===== config.mk =====
export PLATFORM = sky130hd
export DESIGN_NAME = wuf_ctrl
export DESIGN_NICKNAME = d
export VERILOG_FILES = /design/src/rtl/wuf_pkg.sv /design/src/rtl/wuf_ctrl.sv
export SDC_FILE = /design/constraint.sdc
export NUM_CORES = 1
export LEC_CHECK = 0
export BUFFER_PORTS_ARGS = -buffer_cell sky130_fd_sc_hd__buf_2
export CORE_AREA = 10 10 61 63
export CTS_CLUSTER_SIZE = 24
export DETAILED_ROUTE_END_ITERATION = 16
export DIE_AREA = 0 0 71 73
export SLEW_MARGIN = 40
export SYNTH_ARGS = -nofsm -noshare
export SYNTH_HDL_FRONTEND = slang
export SYNTH_SLANG_ARGS = --single-unit

===== constraint.sdc =====
create_clock -name clk_i -period 2.2 [get_ports clk_i]
set_clock_uncertainty 0.05 [all_clocks]
set_input_delay 0.11 -clock clk_i [delete_from_list [all_inputs] [get_ports clk_i]]
set_output_delay 0.11 -clock clk_i [all_outputs]
set_load 0.02 [all_outputs]

===== src/rtl/wuf_pkg.sv =====
// shared types, constants and command codes of the weighted union-find engine
// no dependencies; imported by every module of the block except wuf_ram
`default_nettype none

package wuf_pkg;

  localparam int unsigned MaxNodes = 1024;
  localparam int unsigned IdxW     = $clog2(MaxNodes);
  localparam int unsigned CntW     = $clog2(MaxNodes + 1);
  localparam int unsigned OpW      = 2;

  typedef logic [IdxW-1:0] idx_t;
  typedef logic [CntW-1:0] cnt_t;

  localparam cnt_t NodeCountReset = cnt_t'(MaxNodes);

  typedef enum logic [OpW-1:0] {
    OP_UNION  = 2'd0,
    OP_QUERY  = 2'd1,
    OP_REINIT = 2'd2,
    OP_SPARE  = 2'd3
  } op_e;

  typedef struct packed {
    logic [OpW-1:0] op;
    idx_t           node_a;
    idx_t           node_b;
  } req_t;

  typedef struct packed {
    idx_t root_a;
    idx_t root_b;
    logic were_connected;
    logic merged;
    cnt_t component_count;
    logic bad_node;
  } rsp_t;

  // parent memory read address source
  typedef enum logic [1:0] {
    PRD_A     = 2'd0,
    PRD_B     = 2'd1,
    PRD_CLIMB = 2'd2
  } prd_sel_e;

  // size memory read address source
  typedef enum logic {
    SRD_RA = 1'b0,
    SRD_RB = 1'b1
  } srd_sel_e;

  // kind of result to register
  typedef enum logic [2:0] {
    FIN_NONE  = 3'd0,
    FIN_BAD   = 3'd1,
    FIN_INIT  = 3'd2,
    FIN_QUERY = 3'd3,
    FIN_MERGE = 3'd4
  } fin_e;

  typedef struct packed {
    logic     accept;
    logic     clear;
    prd_sel_e prd_sel;
    logic     r_load;
    logic     set_ra;
    logic     set_rb;
    srd_sel_e srd_sel;
    logic     latch_sa;
    logic     link;
    fin_e     fin;
  } ctrl_cmd_t;

  typedef struct packed {
    logic reinit;
    logic is_union;
    logic bad;
    logic at_root;
    logic connected;
    logic clr_last;
  } dp_stat_t;

endpackage

`default_nettype wire


===== src/rtl/wuf_ctrl.sv =====
// sequencing state machine of the union-find engine
// depends on wuf_pkg; drives the datapath through ctrl_cmd_t
`default_nettype none

module wuf_ctrl (
  input  logic              clk_i,
  input  logic              rst_ni,
  input  logic              start_i,
  output logic              busy_o,
  input  wuf_pkg::dp_stat_t stat_i,
  output wuf_pkg::ctrl_cmd_t cmd_o
);
  import wuf_pkg::*;

  typedef enum logic [10:0] {
    ST_INIT     = 11'b000_0000_0001,
    ST_IDLE     = 11'b000_0000_0010,
    ST_DISPATCH = 11'b000_0000_0100,
    ST_HOP_A    = 11'b000_0000_1000,
    ST_CHK_A    = 11'b000_0001_0000,
    ST_HOP_B    = 11'b000_0010_0000,
    ST_CHK_B    = 11'b000_0100_0000,
    ST_RESOLVE  = 11'b000_1000_0000,
    ST_SIZE_A   = 11'b001_0000_0000,
    ST_SIZE_B   = 11'b010_0000_0000,
    ST_CLEAR    = 11'b100_0000_0000
  } state_e;

  state_e state_q, state_d;

  always_comb begin
    state_d = state_q;
    cmd_o   = '0;
    unique case (state_q)
      ST_INIT: begin
        cmd_o.clear = 1'b1;
        if (stat_i.clr_last) begin
          state_d = ST_IDLE;
        end
      end
      ST_IDLE: begin
        if (start_i) begin
          cmd_o.accept = 1'b1;
          state_d      = ST_DISPATCH;
        end
      end
      ST_DISPATCH: begin
        priority if (stat_i.reinit) begin
          state_d = ST_CLEAR;
        end else if (stat_i.bad) begin
          cmd_o.fin = FIN_BAD;
          state_d   = ST_IDLE;
        end else begin
          cmd_o.prd_sel = PRD_A;
          cmd_o.r_load  = 1'b1;
          state_d       = ST_HOP_A;
        end
      end
      ST_HOP_A: begin
        cmd_o.prd_sel = PRD_CLIMB;
        state_d       = ST_CHK_A;
      end
      ST_CHK_A: begin
        if (stat_i.at_root) begin
          cmd_o.set_ra  = 1'b1;
          cmd_o.prd_sel = PRD_B;
          cmd_o.r_load  = 1'b1;
          state_d       = ST_HOP_B;
        end else begin
          cmd_o.prd_sel = PRD_CLIMB;
          cmd_o.r_load  = 1'b1;
          state_d       = ST_HOP_A;
        end
      end
      ST_HOP_B: begin
        cmd_o.prd_sel = PRD_CLIMB;
        state_d       = ST_CHK_B;
      end
      ST_CHK_B: begin
        if (stat_i.at_root) begin
          cmd_o.set_rb = 1'b1;
          state_d      = ST_RESOLVE;
        end else begin
          cmd_o.prd_sel = PRD_CLIMB;
          cmd_o.r_load  = 1'b1;
          state_d       = ST_HOP_B;
        end
      end
      ST_RESOLVE: begin
        if (stat_i.is_union && !stat_i.connected) begin
          cmd_o.srd_sel = SRD_RA;
          state_d       = ST_SIZE_A;
        end else begin
          cmd_o.fin = FIN_QUERY;
          state_d   = ST_IDLE;
        end
      end
      ST_SIZE_A: begin
        cmd_o.latch_sa = 1'b1;
        cmd_o.srd_sel  = SRD_RB;
        state_d        = ST_SIZE_B;
      end
      ST_SIZE_B: begin
        cmd_o.link = 1'b1;
        cmd_o.fin  = FIN_MERGE;
        state_d    = ST_IDLE;
      end
      ST_CLEAR: begin
        cmd_o.clear = 1'b1;
        if (stat_i.clr_last) begin
          cmd_o.fin = FIN_INIT;
          state_d   = ST_IDLE;
        end
      end
      default: begin
        state_d = ST_IDLE;
      end
    endcase
  end

  always_ff @(posedge clk_i or negedge rst_ni) begin
    if (!rst_ni) begin
      state_q <= ST_INIT;
    end else begin
      state_q <= state_d;
    end
  end

  assign busy_o = (state_q != ST_IDLE);

endmodule

`default_nettype wire


==> implementation parameters <==
Parameter                              Value

Timing
  Slew Limit Fails    0
  Slack of the critical path    about 0.011 ns
  Final Hold Fails    0
  Crit share post-route    99.5%
  Setup repair after global routing missed its margin    true
  Total Negative Setup Slacks    0 ns
  Actual transition at the worst max-transition pin    about 0.47 ns
  Max-slew headroom at the worst pin    around two thirds
  Maximum achievable frequency    between 400 and 500 MHz
  Final setup violation count    0
  Post-layout minimum cycle time    roughly 2.2 ns

Layout
  Highest-count cells in the layout ignoring fill and taps    sky130_fd_sc_hd__buf_4, sky130_fd_sc_hd__buf_2, sky130_fd_sc_hd__nor2_1, sky130_fd_sc_hd__dfrtp_1
  Flip-flop count of the largest register, all copies and words added    11
  Antenna cells    0
  Biggest registers after layout    state_q x11
  Register name with the most flops    state_q
  Fin nets    137
  Design Area, Final    about 1100 sq um
  Area overhead of the layout relative to synthesis    46.3%
  Most common cell after layout, fill and taps aside    sky130_fd_sc_hd__buf_4
  Share of layout cells above drive strength 1    between 40% and 50%

Setup path
  Start point of the critical path    state_q[5]
  Type of origin of the critical path    register
  Crit path DAT    between 2 and 2.5 ns
  Crit path kind    register to primary output
  Kind of capture point of the worst setup path    primary output
  Crit-path max FO    2
  CP required    ~2.0 ns
  Worst reg2reg startpoint    state_q[5]

Floorplanning
  I/O pin cnt    23
  Die Ht    around 73 um
  Width of the die    71 um
  Die outline area    between 5000 and 6000 sq um
  Starting Density    slightly below 30%
  Number of rows in the core area    19
  Core outline area    2620 sq um

Synthesis
  Number of synthesized register bits    11
  Number of library cell types mapped by synthesis    38
  Post-synth design cell area    just under 800 sq um
  Cells after synthesis    91
  Sequential element share of the synthesized area    between 30 and 40%
  Warnings from Yosys    0
  Syn_nets    100
  Mapped Avg Cell Area    8.50 sq um

Route
  Detail-routed via count per cell    5.29
  DRC    0
  Via Count    around 840
  1st-pass router iterations    5
  Post-detailed-route count of antenna-violating nets    0
  First DRT Iteration DRCs    39
  Post-Route WL    roughly 2300 um
  Average detailed-routed wire length per instance    roughly 14 um

Placed design
  Cell area after placement    just under 1000 sq um
  Worst setup timing slack at the placement stage    approximately 0.15 ns
  Final GP Congestion    about 0.79
  IO buf count    22
  Detailed placement HPWL    ~1700 um

Job
  MaxCap Viol Count    0

Clock tree
  Clock insertion delay at the later pin of the skew report    ~0.27 ns
  CTS H-Tree Depth    1
  Num Clock Sinks    11
  CTS tree    done
  Clock-pin transition on the worst setup and hold timing paths    about 0.080 ns
  Root buffer cell    sky130_fd_sc_hd__clkbuf_4
  CTS buffer count    3
  Maximum root-to-sink buffer count    2

Min path
  Class of the worst hold path    primary input to register
  Origin of the worst min-delay path    start_i

GRT
  All-Layer GR Usage    about 8.3%
  Initial antenna violation count    0
  Vias in the first global route    roughly 780
  Largest net degree at the start of global routing    13
  Overflow left after global routing    0
  Wire length of the first global-routing pass    between 3000 and 4000 um

Power
  Worst supply voltage drop on vdd    around 0.46 mV
  Total power density per cell area    roughly 760 nW/um^2
  Leakage dissipation    0.527 nW

Status
  Status    complete, no violations
[layer usage]
| layer | share of wire [%] | vias to the layer above | track usage (%) |
|---|---|---|---|
| met1 | 45 | 400 | 10.4 |
| li1 | - | 407 | - |
| met2 | 47 | 27 | 12.5 |
| met4 | 0.35 | 0 | 1.29 |
| met3 | 7.3 | 2 | 4.22 |
| met5 | 0 | - | 0 |
[worst max-delay path: stages, from the launching register on]
cell,delay [ns]
sky130_fd_sc_hd__dfrtp_1,0.38
sky130_fd_sc_hd__or4_4,0.53
sky130_fd_sc_hd__or4_4,0.43
sky130_fd_sc_hd__o22a_1,0.23
sky130_fd_sc_hd__inv_1,0.08
sky130_fd_sc_hd__buf_6,0.11
[final timing paths]
kind	cells after the start	slack, ns	end
worst max-delay path	5	0.01	cmd_o[0]
worst min-delay path	3	0.04	state_q[2]
worst max register to register	7	0.27	state_q[10]
worst min register to register	2	0.50	state_q[8]
max in group asynchronous	2	1.64	state_q[0]
min in group asynchronous	2	0.19	state_q[2]
[final cells by class]
type                       instances  area (sq um)
multi-input combinational         69           518
tap                               31          38.8
clock buffer                       4          26.3
inverter                           4          15.0
fill                             270          1480
timing repair buffer              39           254
sequential                        11           279
[through the flow]
stage               power (mW)  cells  hold slack (ns)  util (%)
global route             0.923    158           0.0579      43.3
detailed placement       0.647    147          -0.0469      36.9
global placement         0.648    147          -0.0502      36.9
finish                   0.864    158           0.0444      43.3
CTS                      0.806    154           0.0426      39.7
floorplan                0.493     91           -0.236         -
[synthesized netlist by cell type]
library cell	count	area [sq um]
sky130_fd_sc_hd__a32oi_1	1	8.76
sky130_fd_sc_hd__and3_1	2	12.5
sky130_fd_sc_hd__and4_1	2	17.5
sky130_fd_sc_hd__o41ai_1	1	8.76
sky130_fd_sc_hd__nor4_1	2	12.5
sky130_fd_sc_hd__o2bb2ai_1	1	8.76
sky130_fd_sc_hd__buf_2	1	5.00
sky130_fd_sc_hd__a21oi_1	1	5.00
sky130_fd_sc_hd__a31oi_1	1	6.26
sky130_fd_sc_hd__nor2b_1	1	6.26
sky130_fd_sc_hd__dfrtp_1	10	250
sky130_fd_sc_hd__nor3b_1	3	22.5
sky130_fd_sc_hd__nand2b_1	1	6.26
sky130_fd_sc_hd__dfstp_2	1	26.3
sky130_fd_sc_hd__nand3_1	4	20.0
sky130_fd_sc_hd__o221ai_1	1	8.76
sky130_fd_sc_hd__buf_6	1	11.3
sky130_fd_sc_hd__a22oi_1	1	7.51
sky130_fd_sc_hd__or4_4	2	22.5
sky130_fd_sc_hd__o22ai_1	1	6.26
sky130_fd_sc_hd__nor3_1	6	30.0
sky130_fd_sc_hd__nand3b_1	2	15.0
sky130_fd_sc_hd__nand4_1	2	12.5
sky130_fd_sc_hd__o21ai_0	3	15.0
sky130_fd_sc_hd__clkbuf_1	4	15.0
sky130_fd_sc_hd__nor4b_1	4	35.0
sky130_fd_sc_hd__nor2_1	11	41.3
sky130_fd_sc_hd__nand2_1	5	18.8
sky130_fd_sc_hd__buf_4	1	7.51
sky130_fd_sc_hd__o32ai_1	1	8.76
sky130_fd_sc_hd__xnor2_1	2	17.5
sky130_fd_sc_hd__inv_1	4	15.0
sky130_fd_sc_hd__or3b_2	1	8.76
sky130_fd_sc_hd__xor2_1	3	26.3
sky130_fd_sc_hd__o22a_1	1	8.76
sky130_fd_sc_hd__and2_1	1	6.26
sky130_fd_sc_hd__or2_2	1	6.26
sky130_fd_sc_hd__nor4_2	1	12.5
[power by group]
part	switching [mW]	leakage (nW)	internal, mW
Clock	0.0728	0.0150	0.0702
Combinational	0.245	0.370	0.215
Sequential	0.0383	0.143	0.223
Total	0.356	0.527	0.508
[kinds of logic (layout without fill, tap and decap cells)]
kind of cell | after synthesis | in the layout | share of synthesized area (%)
AOI/OAI and AO/OA | 13 | 13 | 12.0
xor gates and xnor gates | 5 | 5 | 5.66
buffers and inverters | 11 | 47 | 6.96
DFF | 11 | 11 | 35.8
and+or+nand+nor | 51 | 51 | 39.6
[what timing repair did]
action	CTS	global route
setup endpoints to repair	3	10
resized for setup	7	13
setup buffers	2	4
pin swaps	2	1
hold endpoints to repair	11	0
hold buffers	1	0
No activity file was read; power rests on OpenSTA's default activity.
